<file path="src/rtl/core/bdq_pkg.sv">
// shared types and codes for the bounded deque with reverse
package bdq_pkg;

  // operation codes of an input transaction
  typedef enum logic [1:0] {
    OP_INS_HEAD = 2'd0,
    OP_INS_TAIL = 2'd1,
    OP_REM_HEAD = 2'd2,
    OP_REVERSE  = 2'd3
  } bdq_op_t;

  // status codes of a result transaction
  typedef enum logic [1:0] {
    ST_OK    = 2'd0,
    ST_FULL  = 2'd1,
    ST_EMPTY = 2'd2
  } bdq_status_t;

  localparam int unsigned DATA_W  = 32;
  localparam int unsigned COUNT_W = 5;

  typedef struct packed {
    bdq_op_t                   operation;
    logic signed [DATA_W-1:0]  item_value;
  } bdq_in_t;

  typedef struct packed {
    bdq_status_t               status;
    logic signed [DATA_W-1:0]  removed_value;
    logic [COUNT_W-1:0]        entry_count;
  } bdq_out_t;

  // store access strobes from control to the ring store
  typedef struct packed {
    logic wr_en;
    logic rd_en;
  } bdq_mem_ctl_t;

endpackage

</file>
<file path="src/rtl/core/bounded_deque_with_reverse_top.sv">
// top level of the bounded deque with reverse: control, ring store, result register
//
// channel  direction  handshake                 payload
// -------  ---------  ------------------------  -----------------------------------
// in       input      start high, busy low      in_item    (operation, item_value)
// out      output     out_strobe for one cycle  out_result (status, removed_value,
//                                                            entry_count)
//
// one transaction is taken every cycle; busy stays low
// the result of a transaction shows in the cycle after its acceptance; the removed
// value comes from the registered read port of the ring store
// synchronous active-low reset clears front index, count, direction and strobe;
// the ring store is not cleared, entries are only read once written
// the receiver cannot hold results off, so nothing ever stalls
module bounded_deque_with_reverse_top #(
  parameter int unsigned DEPTH = 16
) (
  input  logic               clk,
  input  logic               rst_n,
  input  logic               start,
  output logic               busy,
  input  bdq_pkg::bdq_in_t   in_item,
  output logic               out_strobe,
  output bdq_pkg::bdq_out_t  out_result
);

  localparam int unsigned IDX_W = $clog2(DEPTH);
  localparam int unsigned CNT_W = $clog2(DEPTH + 1);

  logic                          accept;
  bdq_pkg::bdq_mem_ctl_t         mem_ctl;
  logic [IDX_W-1:0]              wr_addr, rd_addr;
  logic [bdq_pkg::DATA_W-1:0]    rd_data;
  bdq_pkg::bdq_status_t          status;
  logic [CNT_W-1:0]              count_after;
  logic [31:0]                   count_wide;

  // result register, the removed value itself comes from the store's read register
  logic                          strobe_r;
  bdq_pkg::bdq_status_t          status_r;
  logic [bdq_pkg::COUNT_W-1:0]   count_r;
  logic                          removed_r;

  // every cycle is open for a new transaction
  assign busy   = 1'b0;
  assign accept = start & ~busy;

  bdq_ctrl #(
    .DEPTH (DEPTH)
  ) u_ctrl (
    .clk         (clk),
    .rst_n       (rst_n),
    .accept      (accept),
    .item        (in_item),
    .mem_ctl     (mem_ctl),
    .wr_addr     (wr_addr),
    .rd_addr     (rd_addr),
    .status      (status),
    .count_after (count_after)
  );

  bdq_ring_mem #(
    .DEPTH (DEPTH)
  ) u_mem (
    .clk     (clk),
    .mem_ctl (mem_ctl),
    .wr_addr (wr_addr),
    .wr_data (in_item.item_value),
    .rd_addr (rd_addr),
    .rd_data (rd_data)
  );

  // count reported modulo 32 whatever the depth
  assign count_wide = 32'(count_after);

  always_ff @(posedge clk) begin
    if (!rst_n) begin
      strobe_r <= 1'b0;
    end else begin
      strobe_r <= accept;
    end
  end

  always_ff @(posedge clk) begin
    if (accept) begin
      status_r  <= status;
      count_r   <= count_wide[bdq_pkg::COUNT_W-1:0];
      removed_r <= mem_ctl.rd_en;
    end
  end

  assign out_strobe               = strobe_r;
  assign out_result.status        = status_r;
  assign out_result.removed_value = removed_r ? rd_data : '0;
  assign out_result.entry_count   = count_r;

endmodule

</file>
<file path="src/rtl/core/bdq_ring_mem.sv">
// ring store: one write port, one read port with registered read data
module bdq_ring_mem #(
  parameter int unsigned DEPTH = 16
) (
  input  logic                              clk,
  input  bdq_pkg::bdq_mem_ctl_t             mem_ctl,
  input  logic [$clog2(DEPTH)-1:0]          wr_addr,
  input  logic [bdq_pkg::DATA_W-1:0]        wr_data,
  input  logic [$clog2(DEPTH)-1:0]          rd_addr,
  output logic [bdq_pkg::DATA_W-1:0]        rd_data
);

  logic [bdq_pkg::DATA_W-1:0] store_r [DEPTH];
  logic [bdq_pkg::DATA_W-1:0] rd_data_r;

  always_ff @(posedge clk) begin
    if (mem_ctl.wr_en) begin
      store_r[wr_addr] <= wr_data;
    end
  end

  always_ff @(posedge clk) begin
    if (mem_ctl.rd_en) begin
      rd_data_r <= store_r[rd_addr];
    end
  end

  assign rd_data = rd_data_r;

endmodule

</file>
<file path="src/rtl/core/bdq_ctrl.sv">
// pointer, count and direction state with the per-transaction decode
module bdq_ctrl #(
  parameter int unsigned DEPTH = 16
) (
  input  logic                                   clk,
  input  logic                                   rst_n,
  input  logic                                   accept,
  input  bdq_pkg::bdq_in_t                       item,
  output bdq_pkg::bdq_mem_ctl_t                  mem_ctl,
  output logic [$clog2(DEPTH)-1:0]               wr_addr,
  output logic [$clog2(DEPTH)-1:0]               rd_addr,
  output bdq_pkg::bdq_status_t                   status,
  output logic [$clog2(DEPTH+1)-1:0]             count_after
);

  localparam int unsigned IDX_W = $clog2(DEPTH);
  localparam int unsigned CNT_W = $clog2(DEPTH + 1);
  localparam int unsigned SUM_W = CNT_W + 1;

  logic [IDX_W-1:0] front_r, front_nxt;
  logic [CNT_W-1:0] count_r, count_nxt;
  logic             rev_r, rev_nxt;

  logic             full, empty, at_front;
  logic [IDX_W-1:0] front_dec, front_inc, back_slot, last_slot;
  logic [SUM_W-1:0] back_sum, last_sum;

  assign full  = (count_r == CNT_W'(DEPTH));
  assign empty = (count_r == '0);
  // a head insert lands at the physical front unless the order is reversed
  assign at_front = (item.operation == bdq_pkg::OP_INS_HEAD) ^ rev_r;

  assign front_dec = (front_r == '0) ? IDX_W'(DEPTH - 1) : front_r - IDX_W'(1);
  assign front_inc = (front_r == IDX_W'(DEPTH - 1)) ? '0 : front_r + IDX_W'(1);

  // slot just past the physical back, and the last occupied slot
  assign back_sum  = SUM_W'(front_r) + SUM_W'(count_r);
  assign last_sum  = back_sum - SUM_W'(1);
  assign back_slot = (back_sum >= SUM_W'(DEPTH)) ? IDX_W'(back_sum - SUM_W'(DEPTH))
                                                 : IDX_W'(back_sum);
  assign last_slot = (last_sum >= SUM_W'(DEPTH)) ? IDX_W'(last_sum - SUM_W'(DEPTH))
                                                 : IDX_W'(last_sum);

  always_comb begin
    front_nxt   = front_r;
    count_nxt   = count_r;
    rev_nxt     = rev_r;
    mem_ctl     = '0;
    wr_addr     = back_slot;
    rd_addr     = front_r;
    status      = bdq_pkg::ST_OK;
    unique case (item.operation) inside
      bdq_pkg::OP_INS_HEAD, bdq_pkg::OP_INS_TAIL: begin
        if (full) begin
          status = bdq_pkg::ST_FULL;
        end else begin
          mem_ctl.wr_en = accept;
          count_nxt     = count_r + CNT_W'(1);
          if (at_front) begin
            front_nxt = front_dec;
            wr_addr   = front_dec;
          end
        end
      end
      bdq_pkg::OP_REM_HEAD: begin
        if (empty) begin
          status = bdq_pkg::ST_EMPTY;
        end else begin
          mem_ctl.rd_en = accept;
          count_nxt     = count_r - CNT_W'(1);
          if (rev_r) begin
            rd_addr = last_slot;
          end else begin
            front_nxt = front_inc;
          end
        end
      end
      bdq_pkg::OP_REVERSE: begin
        rev_nxt = ~rev_r;
      end
      default: begin
        status = bdq_pkg::ST_OK;
      end
    endcase
  end

  assign count_after = count_nxt;

  always_ff @(posedge clk) begin
    if (!rst_n) begin
      front_r <= '0;
      count_r <= '0;
      rev_r   <= 1'b0;
    end else if (accept) begin
      front_r <= front_nxt;
      count_r <= count_nxt;
      rev_r   <= rev_nxt;
    end
  end

endmodule
</file>
<file path="config.mk">
export PLATFORM = sky130hd
export DESIGN_NAME = bounded_deque_with_reverse_top
export DESIGN_NICKNAME = d
export VERILOG_FILES = /design/src/rtl/core/bdq_pkg.sv /design/src/rtl/core/bounded_deque_with_reverse_top.sv /design/src/rtl/core/bdq_ring_mem.sv /design/src/rtl/core/bdq_ctrl.sv
export SDC_FILE = /design/constraint.sdc
export NUM_CORES = 1
export LEC_CHECK = 0
export BUFFER_PORTS_ARGS = -buffer_cell sky130_fd_sc_hd__buf_4
export CORE_UTILIZATION = 35
export CTS_CLUSTER_DIAMETER = 50
export CTS_CLUSTER_SIZE = 16
export DETAILED_ROUTE_END_ITERATION = 6
export PLACE_DENSITY_LB_ADDON = 0.08
export SETUP_SLACK_MARGIN = 0.02
export SYNTH_ARGS = -nofsm -noshare
export SYNTH_HDL_FRONTEND = slang
export SYNTH_SLANG_ARGS = --single-unit
</file>
<file path="constraint.sdc">
create_clock -name clk -period 4.7 [get_ports clk]
set_clock_uncertainty 0.05 [all_clocks]
set_input_delay 0.94 -clock clk [delete_from_list [all_inputs] [get_ports clk]]
set_output_delay 0.94 -clock clk [all_outputs]
set_load 0.03 [all_outputs]
</file>
==> flow_metrics.tcl, run 1 <==
set metrics [dict create \
    drive_gt1_share_pct 19.2 \
    syn_area_sq_um 23500 \
    power_density_nw_per_um2 434 \
    cp.depth 11 \
    pwr-share-comb_pct 10.8 \
    min_path_cells 2 \
    grt_pass1_wl_um 94800 \
    ys_seq_area_share_pct 71.4 \
    synth_top_flop_cell "edfxtp_1" \
    startpoint_type "flip-flop" \
    maxCapViolations 0 \
    via_per_inst 5.49 \
    syn_to_final_growth_pct 17.4 \
    grt.total_usage_pct 19.2 \
    slowest_stage "dfxtp_1" \
    min_period_over_period_pct 87.5 \
    clk_latency_ns 0.63 \
    cts_tree "built" \
    cts.repair.resized 0 \
    synth_common_cells "edfxtp_1, mux2i_1, nand2_1, a22oi_1, a22o_1" \
    globalRouteOverflowTotal 0 \
    crit_chain "ha_1 -> fa_1 -> inv_1 -> ha_1 -> xnor3_1 -> a2bb2oi_1 -> nor2_2 -> buf_4 -> a32o_1 -> a2111oi_2 -> nand4_1" \
    route.detailed.drc 7 \
    status "finished with violations" \
    row_count 94 \
    required_ns 5.02 \
    detail_route.wl_per_cell_um 26.2 \
    grt_max_degree 77 \
    path_buf_inv 2 \
    hold_class "reg2reg" \
    hpwl_um 36500 \
    synthTopCellsByArea "edfxtp_1, mux2i_1, a22oi_1" \
    final.setup.tns_ns 0 \
    cpPeakStageDelay_ns 0.58 \
    start_util_pct 35.6 \
    power_leakage_uw 0.00966 \
    synth_top_area_share_pct 70.5 \
    pwr-share-clk_pct 41.2 \
    dieWidth_um 261 \
    synth-seq-cells 563 \
    place.gp.congestion 0.763 \
    coreArea_sq_um 66100 \
    wl_um 65600 \
    htreeDepth 2 \
    nNetsFinal 1628 \
    p_sw_uw 3000 \
    design_area_sq_um 27600 \
    ctsHoldBuffers 0 \
    cts_setup_buffers 0 \
    avgSynthCellArea_sq_um 15.8 \
    portBuffers 76 \
    cts-root-buf "clkbuf_16" \
    ys_warn_count 0 \
    cts_buffers 59 \
    synthArstFlopShare_pct 0 \
    die-area_sq_um 68200 \
    cp_max_fo 12 \
    synth_cell_types 64 \
    arrival_ns 4.43 \
    clockBufferDepth 3 \
    synth_edf_count 552 \
    antenna_left 0 \
    crit_type "reg2reg" \
    tightestPinTransition_ns 0.815 \
    via_count 13728 \
    path_common_cell "ha_1" \
    cts.clk_slew.worst_paths_ns 0.07 \
    met1_length_um 28500 \
    fill_cells 6021 \
    path_delay_family "compound AO/OA/AOI/OAI gates" \
    violations "DRC" \
    syn_nets 1530 \
    synth_most_common_cell "edfxtp_1" \
    end_kind "flip-flop" \
    vdd_drop_max_mv 0.307 \
    wl_met2_um 31800 \
    power_frac_seq_pct 48.0 \
    swShare_pct 25.0 \
    grt_pass1_vias 13741 \
    drt_iter0_drc 1029 \
    ff2ff_path_depth 11 \
    first_pass_iters 7 \
    intPower_uw 8990 \
    cts_sinks 563 \
    antenna_found_initial 2 \
    wl_met3_um 3620 \
    rsz0062_at_grt "false" \
    max_slew_margin_pct 45.6 \
    die_h_um 261 \
    setup_violations 0 \
    clock.fmax_mhz 243 \
    dr.max_layer_used "met4" \
    ios 78 \
    post-route-min-period_ns 4.11 \
    hold_viol_final 0 \
    synth_top_cell_by_area "edfxtp_1" \
    maxSlewViolCount 0 \
    dpl_cell_area_sq_um 25500 \
    netlist_instances 1484 \
]
==> registers in the layout, indices dropped and copies added (netlist names) <==
signal          flops
u_mem.store_r     512
u_mem.rd_data      32
count_r             5
u_ctrl.count_r      5
u_ctrl.front_r      4
status_r            2
out_strobe          1
removed_r           1
u_ctrl.rev_r        1
==> placed cells by master (no fill, tap or decap), types with 31 or more instances in the layout <==
master / instances
nand4_1: 32
mux2i_1: 166
a2111oi_2: 31
a32o_1: 32
a21oi_1: 44
a22oi_1: 93
nand2_1: 131
clkbuf_16: 60
a22o_1: 63
and2_1: 36
edfxtp_1: 552
buf_4: 125
a32oi_1: 33
==> path summary, 6_finish.rpt <==
kind | startpoint | slack [ns] | endpoint
worst max register to register | u_ctrl.front_r[0] | 0.59 | u_mem.rd_data[29]
worst min-delay path | u_mem.store_r[1][30] | 0.50 | u_mem.rd_data[30]
worst min register to register | u_mem.store_r[1][30] | 0.50 | u_mem.rd_data[30]
worst max-delay path | u_ctrl.front_r[0] | 0.59 | u_mem.rd_data[29]
==> power by group through the flow <==
| stage | combinational [uW] | sequential, uW | clock [uW] |
|---|---|---|---|
| after floorplan | 797 | 5850 | 0 |
| after global placement | 1300 | 5860 | 0 |
| after detailed placement | 1310 | 5860 | 0 |
| after CTS | 1310 | 5750 | 5070 |
| after global routing | 1410 | 5760 | 5250 |
| final | 1290 | 5750 | 4940 |
==> cell families after synthesis <==
group	synth area share (%)
xor+xnor	0.766
mux	7.26
compound gates	11.9
flops	71.4
buf+inv	2.17
other cells	0.0159
simple gates	5.94
fa+ha+maj	0.511
==> metrics by stage <==
step | util, % | total power (uW) | cells | hold WS, ns | setup WS, ns
after floorplan | - | 6650 | 1484 | 0.470 | 0.682
after global placement | 38.5 | 7160 | 2384 | 0.486 | 0.605
after detailed placement | 38.5 | 7170 | 2384 | 0.487 | 0.570
after CTS | 41.7 | 12100 | 2496 | 0.499 | 0.572
after global routing | 41.8 | 12400 | 2497 | 0.526 | 0.283
final | 41.8 | 12000 | 2499 | 0.502 | 0.588
==> area by class of cell <==
cell class                      instances  area, sq um  area share [%]
Tap cell                              864         1080            3.92
Sequential cell                       563        16800            60.8
Inverter                               10         37.5           0.136
Multi-Input combinational cell        813         6440            23.3
Timing Repair Buffer                  135         1150            4.15
Clock buffer                           68         1530            5.55
Clock inverter                         44          568            2.06
Antenna cell                            2         5.00          0.0181
==> worst min-delay path, stage by stage (launching register included) <==
cell      delay (ns)
edfxtp_1        0.32
nand2_1         0.05
nand4b_1        0.08
==> per-layer routing <==
layer  up-vias  global-route usage [%]
met5         -                       0
met4         0                    5.73
met3        90                    2.81
met2       383                    32.1
met1      7065                    26.0
li1       6190                       -
No activity file was read; power rests on OpenSTA's default activity.
==> run 2: changes to the inputs <==
--- a/config.mk
+++ b/config.mk
@@ -10,7 +10,9 @@
 export CTS_CLUSTER_DIAMETER = 50
 export CTS_CLUSTER_SIZE = 16
 export DETAILED_ROUTE_END_ITERATION = 6
+export MAX_ROUTING_LAYER = met4
 export PLACE_DENSITY_LB_ADDON = 0.08
+export RECOVER_POWER = 100
 export SETUP_SLACK_MARGIN = 0.02
 export SYNTH_ARGS = -nofsm -noshare
 export SYNTH_HDL_FRONTEND = slang
==> run 2 against run 1 <==
Net effect: the run ends with capacitance limit, slew limit left; clock power about the same; worst setup slack got worse by 0.17 ns; combinational power shrank 4%; die area unchanged; power down 0.34%; via count barely moved; register-to-register slack lost 0.17 ns; hold slack worse by 0.0027 ns; design area shrank 1.3%; utilization fell by 0.53 points; largest cell class unchanged; largest power group unchanged; highest routed layer unchanged.
==> flow_metrics.tcl, run 2 (synthesis gave the netlist of run 1 again) <==
set metrics [dict create \
    grt.total_usage_pct 19.9 \
    mostFrequentLayoutCells "edfxtp_1, mux2i_1, nand2_1" \
    grt_pass1_vias 13694 \
    htreeDepth 2 \
    clock.fmax_mhz 234 \
    grt_max_degree 77 \
    cp_max_fo 11 \
    ctsHoldBuffers 0 \
    route.detailed.drc 0 \
    detail_route.wl_per_cell_um 26.2 \
    coreArea_sq_um 66100 \
    cts_setup_buffers 0 \
    slowest_stage "xnor3_1" \
    crit_type "reg2reg" \
    cts_tree "built" \
    syn_to_final_growth_pct 15.9 \
    startpoint_type "flip-flop" \
    fin_util_pct 41.2 \
    rsz0062_at_grt "false" \
    largest_register "u_mem.store_r" \
    status "finished with violations" \
    setup_violations 0 \
    post-route-min-period_ns 4.28 \
    cts_sinks 563 \
    die_h_um 261 \
    clk_latency_ns 0.63 \
    path_buf_inv 1 \
    final_common_cell "edfxtp_1" \
    power_density_nw_per_um2 438 \
    row_count 94 \
    nNetsFinal 1628 \
    path_delay_family "simple AND/OR/NAND/NOR gates" \
    hold_viol_final 0 \
    arrival_ns 4.58 \
    drt_iter0_drc 992 \
    power_leakage_uw 0.00941 \
    drive_gt1_share_pct 15.2 \
    first_pass_iters 7 \
    cts.repair.resized 0 \
    vdd_drop_max_mv 0.307 \
    violations "capacitance limit, slew limit" \
    clockBufferDepth 3 \
    cts_buffers 59 \
    cts-root-buf "clkbuf_16" \
    portBuffers 76 \
    wl_um 65400 \
    required_ns 4.99 \
    start_util_pct 35.6 \
    dieWidth_um 261 \
    cts.clk_slew.worst_paths_ns 0.06 \
    globalRouteOverflowTotal 0 \
    antenna_left 0 \
    largest_reg_flops 512 \
    hpwl_um 36500 \
    die-area_sq_um 68200 \
    via_per_inst 5.49 \
    min_period_over_period_pct 91.1 \
    via_count 13717 \
    place.gp.congestion 0.773 \
    maxSlewViolCount 25 \
    tightestPinTransition_ns 2.21 \
    grt_pass1_wl_um 94900 \
    ios 78 \
    crit_chain "ha_1 -> fa_1 -> xor2_1 -> nor3_1 -> xnor3_1 -> nand2_1 -> and2_1 -> buf_4 -> a32o_1 -> a2111oi_0 -> nand4_1" \
    antenna_found_initial 3 \
    max_slew_margin_pct -47.3 \
    final.setup.tns_ns 0 \
    cpPeakStageDelay_ns 0.50 \
    hold_class "reg2reg" \
    maxCapViolations 1 \
    end_kind "flip-flop" \
]
run 2: changes by cell type in the layout (fill, tap and decap cells not counted), sizes merged:
cell    change
clkbuf     +65
buf        -65
run 2: per-layer routing:
| metal | part of all wire [%] | vias up | GRT usage (%) |
|---|---|---|---|
| met4 | 2.5 | 0 | 5.73 |
| met3 | 4.7 | 92 | 2.70 |
| met5 | 0 | - | - |
| li1 | - | 6186 | - |
| met1 | 44 | 7072 | 26.1 |
| met2 | 49 | 367 | 32.1 |
run 2: stage by stage:
| step | std cells | total power, uW | hold WS [ns] | setup WS (ns) | area (sq um) |
|---|---|---|---|---|---|
| 2_1_floorplan | 1484 | 6650 | 0.470 | 0.682 | 23500 |
| 4_1_cts | 2496 | 12100 | 0.499 | 0.572 | 27600 |
| 6_report | 2499 | 11900 | 0.499 | 0.418 | 27300 |
| 5_1_grt | 2499 | 12400 | 0.531 | 0.143 | 27300 |
| 3_5_place_dp | 2384 | 7170 | 0.487 | 0.570 | 25500 |
| 3_3_place_gp | 2384 | 7160 | 0.486 | 0.605 | 25500 |
run 2: final cells by class:
type,instances,area (sq um)
Antenna cell,2,5.00
Clock buffer,68,1530
Inverter,10,37.5
Sequential cell,563,16800
Multi-Input combinational cell,813,6350
Timing Repair Buffer,135,888
Tap cell,864,1080
Clock inverter,44,568
Fill cell,6074,38800
run 2: worst register-to-register path, stage by stage, from the launching register on:
cell,delay (ns)
dfxtp_1,0.43
ha_1,0.28
fa_1,0.41
xor2_1,0.41
nor3_1,0.15
xnor3_1,0.50
nand2_1,0.28
and2_1,0.43
buf_4,0.29
a32o_1,0.23
a2111oi_0,0.41
nand4_1,0.16
run 2: where the power goes:
part           internal (uW)  switching (uW)  total, uW
clock                   2840            2100       4950
sequential              5690            65.8       5760
combinational            414             829       1240
total                   8950            3000      11900
run 2: path summary, 6_finish.rpt:
check	start	end	slack, ns	depth (start not counted)
max	u_ctrl.front_r[0]	u_mem.rd_data[5]	0.42	11
min	u_mem.store_r[1][30]	u_mem.rd_data[30]	0.50	2
max reg2reg	u_ctrl.front_r[0]	u_mem.rd_data[5]	0.42	11
min reg2reg	u_mem.store_r[1][30]	u_mem.rd_data[30]	0.50	2
==> run 3: changes to the inputs <==
--- a/config.mk
+++ b/config.mk
@@ -5,6 +5,7 @@
 export SDC_FILE = /design/constraint.sdc
 export NUM_CORES = 1
 export LEC_CHECK = 0
+export ABC_AREA = 1
 export BUFFER_PORTS_ARGS = -buffer_cell sky130_fd_sc_hd__buf_4
 export CORE_UTILIZATION = 35
 export CTS_CLUSTER_DIAMETER = 50
==> run 3 against run 2 <==
Net effect: the flow still finishes with violations (capacitance limit, slew limit); hold slack improved by 0.044 ns; critical endpoint is now u_mem.store_r[6][15]; non-clock buffer count down 15; via count grew 22%; die area grew 4.7%; register-to-register slack better by 0.40 ns; routed wire length increased by 8.4%; clock power is 12% higher; highest routed layer unchanged; fmax is 10% higher.
==> flow_metrics.tcl, run 3 <==
set metrics [dict create \
    cp_max_fo 17 \
    final_common_cell "nand2_1" \
    die-area_sq_um 71500 \
    synth-simple-area-share_pct 22.3 \
    required_ns 4.89 \
    synth-adder-area-share_pct 0.487 \
    drt_iter0_drc 1214 \
    vdd_drop_max_mv 0.272 \
    synth_top_flop_cell "edfxtp_1" \
    min_to "u_ctrl.count_r[0]" \
    setup_violations 0 \
    min_path_cells 2 \
    detail_route.wl_per_cell_um 21.0 \
    rsz0062_at_grt "false" \
    fill_cells 6755 \
    cts_buffers 70 \
    violations "capacitance limit, slew limit" \
    route.detailed.drc 0 \
    cpPeakStageDelay_ns 0.97 \
    synth_xor_area_share_pct 0.427 \
    regToRegSetupSlack_ns 0.82 \
    start_util_pct 35.7 \
    ys_warn_count 0 \
    drive_gt1_share_pct 7.25 \
    netlist_instances 2331 \
    htreeDepth 3 \
    hold_class "reg2reg" \
    cts_sinks 563 \
    power_density_nw_per_um2 449 \
    power_leakage_uw 0.0115 \
    portBuffers 76 \
    largest_reg_flops 512 \
    globalRouteOverflowTotal 0 \
    cts.repair.resized 0 \
    crit_type "reg2reg" \
    ys_seq_area_share_pct 68.2 \
    status "finished with violations" \
    synth_common_cells "nand2_1, nand3_1, edfxtp_1, inv_1, buf_2" \
    arrival_ns 4.07 \
    hold_viol_final 0 \
    synth_top_cell_by_area "edfxtp_1" \
    clockBufferDepth 3 \
    multiInputGateArea_sq_um 6030 \
    synth_top_family_by_area "simple AND/OR/NAND/NOR gates" \
    synth_edf_count 552 \
    mostFrequentLayoutCells "nand2_1, nand3_1, edfxtp_1" \
    synth_cell_types 37 \
    largest_register "u_mem.store_r" \
    synthMuxAreaShare_pct 0.0406 \
    post-route-min-period_ns 3.88 \
    reg2reg_from "u_ctrl.count_r[1]" \
    via_per_inst 4.94 \
    crit_chain "inv_1 -> ha_1 -> nand3_1 -> nand2_1 -> inv_1 -> nand2_1 -> o21ai_0 -> nand2_1 -> nor2_2 -> clkbuf_1" \
    hpwl_um 37700 \
    grt_max_degree 168 \
    antenna_left 0 \
    final.setup.tns_ns 0 \
    min_from "u_ctrl.count_r[0]" \
    syn_to_final_growth_pct 15.4 \
    path_common_cell "nand2_1" \
    regToRegEndpoint "u_mem.store_r[6][15]" \
    place.gp.congestion 0.785 \
    regArea_sq_um 16800 \
    syn_nets 2377 \
    synth_most_common_cell "nand2_1" \
    cts.clk_slew.worst_paths_ns 0.06 \
    syn_area_sq_um 24600 \
    die_h_um 267 \
    synth-seq-cells 563 \
    grt_pass1_vias 16326 \
    startpoint_type "flip-flop" \
    nNetsFinal 2431 \
    clk_latency_ns 0.61 \
    clock.fmax_mhz 258 \
    grt.total_usage_pct 20.8 \
    tightestPinTransition_ns 1.62 \
    ctsHoldBuffers 0 \
    coreArea_sq_um 69100 \
    cts-root-buf "clkbuf_16" \
    cts_tree "built" \
    maxSlewViolCount 18 \
    cts_setup_buffers 0 \
    maxCapViolations 1 \
    wl_um 70900 \
    synth_top_area_share_pct 67.3 \
    min_period_over_period_pct 82.6 \
    avgSynthCellArea_sq_um 10.6 \
    antenna_found_initial 1 \
    first_pass_iters 6 \
    end_kind "flip-flop" \
    ios 78 \
    via_count 16670 \
    fin_util_pct 41.2 \
    dieWidth_um 267 \
    ff2ff_path_depth 10 \
    synthTopCellsByArea "edfxtp_1, nand3_1, nand2_1" \
    slowest_stage "nor2_2" \
    grt_pass1_wl_um 107000 \
    synthArstFlopShare_pct 0 \
    synth-compound-area-share_pct 0.706 \
    row_count 96 \
    max_slew_margin_pct -8.19 \
]
run 3: cell types whose count changed after synthesis, moves of 29 or more:
cell       previous run  this run
nand3_1              11       594
nand2_1             131       618
inv_1                 9       324
mux2i_1             166         1
a22oi_1              93         0
buf_2                24       111
a22o_1               63         0
clkbuf_1             59        15
a21oi_1              47         7
and2_1               37         0
a32o_1               34         0
a32oi_1              33         0
a2111oi_2            31         0
nand4_1              32         3
run 3: through the flow:
step	instance area (sq um)	hold slack [ns]	setup WS (ns)	std cells	power [uW]
4_1_cts	28900	0.520	1.17	3373	13000
5_1_grt	28400	0.562	0.445	3374	13300
6_report	28400	0.543	0.817	3374	12800
3_3_place_gp	26500	0.544	1.01	3244	7410
2_1_floorplan	24600	0.485	1.06	2331	6810
3_5_place_dp	26500	0.537	0.980	3244	7410
run 3: worst max path at each step:
stage / start / to / slack, ns / cells past startpoint
after detailed placement: in_item[33] / u_mem.store_r[6][15] / 0.98 / 9
after CTS: u_ctrl.count_r[1] / u_mem.store_r[6][15] / 1.17 / 10
after floorplan: in_item[32] / u_mem.store_r[4][0] / 1.06 / 6
after global placement: in_item[32] / u_mem.store_r[6][15] / 1.01 / 8
final: u_ctrl.count_r[1] / u_mem.store_r[6][15] / 0.82 / 10
after global routing: u_ctrl.count_r[1] / u_mem.store_r[6][15] / 0.45 / 10
run 3: cell families after synthesis:
family | count (synthesis)
buf+inv | 465
mux | 1
other cells | 1
flops | 563
simple gates | 1249
xor+xnor | 12
compound gates | 31
fa+ha+maj | 9
run 3: final cells by class:
cell class	instances	share of cell area, %
antenna	1	0.00880
clock buffer	75	6.22
clock inverter	54	2.20
inverter	327	4.32
multi-input combinational	1303	21.2
sequential	563	59.0
tap	931	4.10
timing repair buffer	120	2.92
run 3: report_power, final:
| part | switching, uW | internal (uW) |
|---|---|---|
| Sequential | 41.8 | 5670 |
| Combinational | 1130 | 396 |
| Clock | 2310 | 3220 |
run 3: worst max-delay path, delay by kind of cell (launching register included):
| kind | cells | cell delay [ns] |
|---|---|---|
| adders and majority gates | 1 | 0.27 |
| AOI/OAI and AO/OA | 1 | 0.37 |
| buffers and inverters | 3 | 0.69 |
| DFF | 1 | 0.47 |
| and+or+nand+nor | 5 | 1.67 |
run 3: metal layers:
layer  wire length [um]  global-route usage (%)  up-vias
met1              33800                    28.6     8313
met2              33200                    32.6      320
met4               1240                    5.51        0
met5                  0                       -        -
li1                   -                       -     7955
met3               2640                    2.62       82
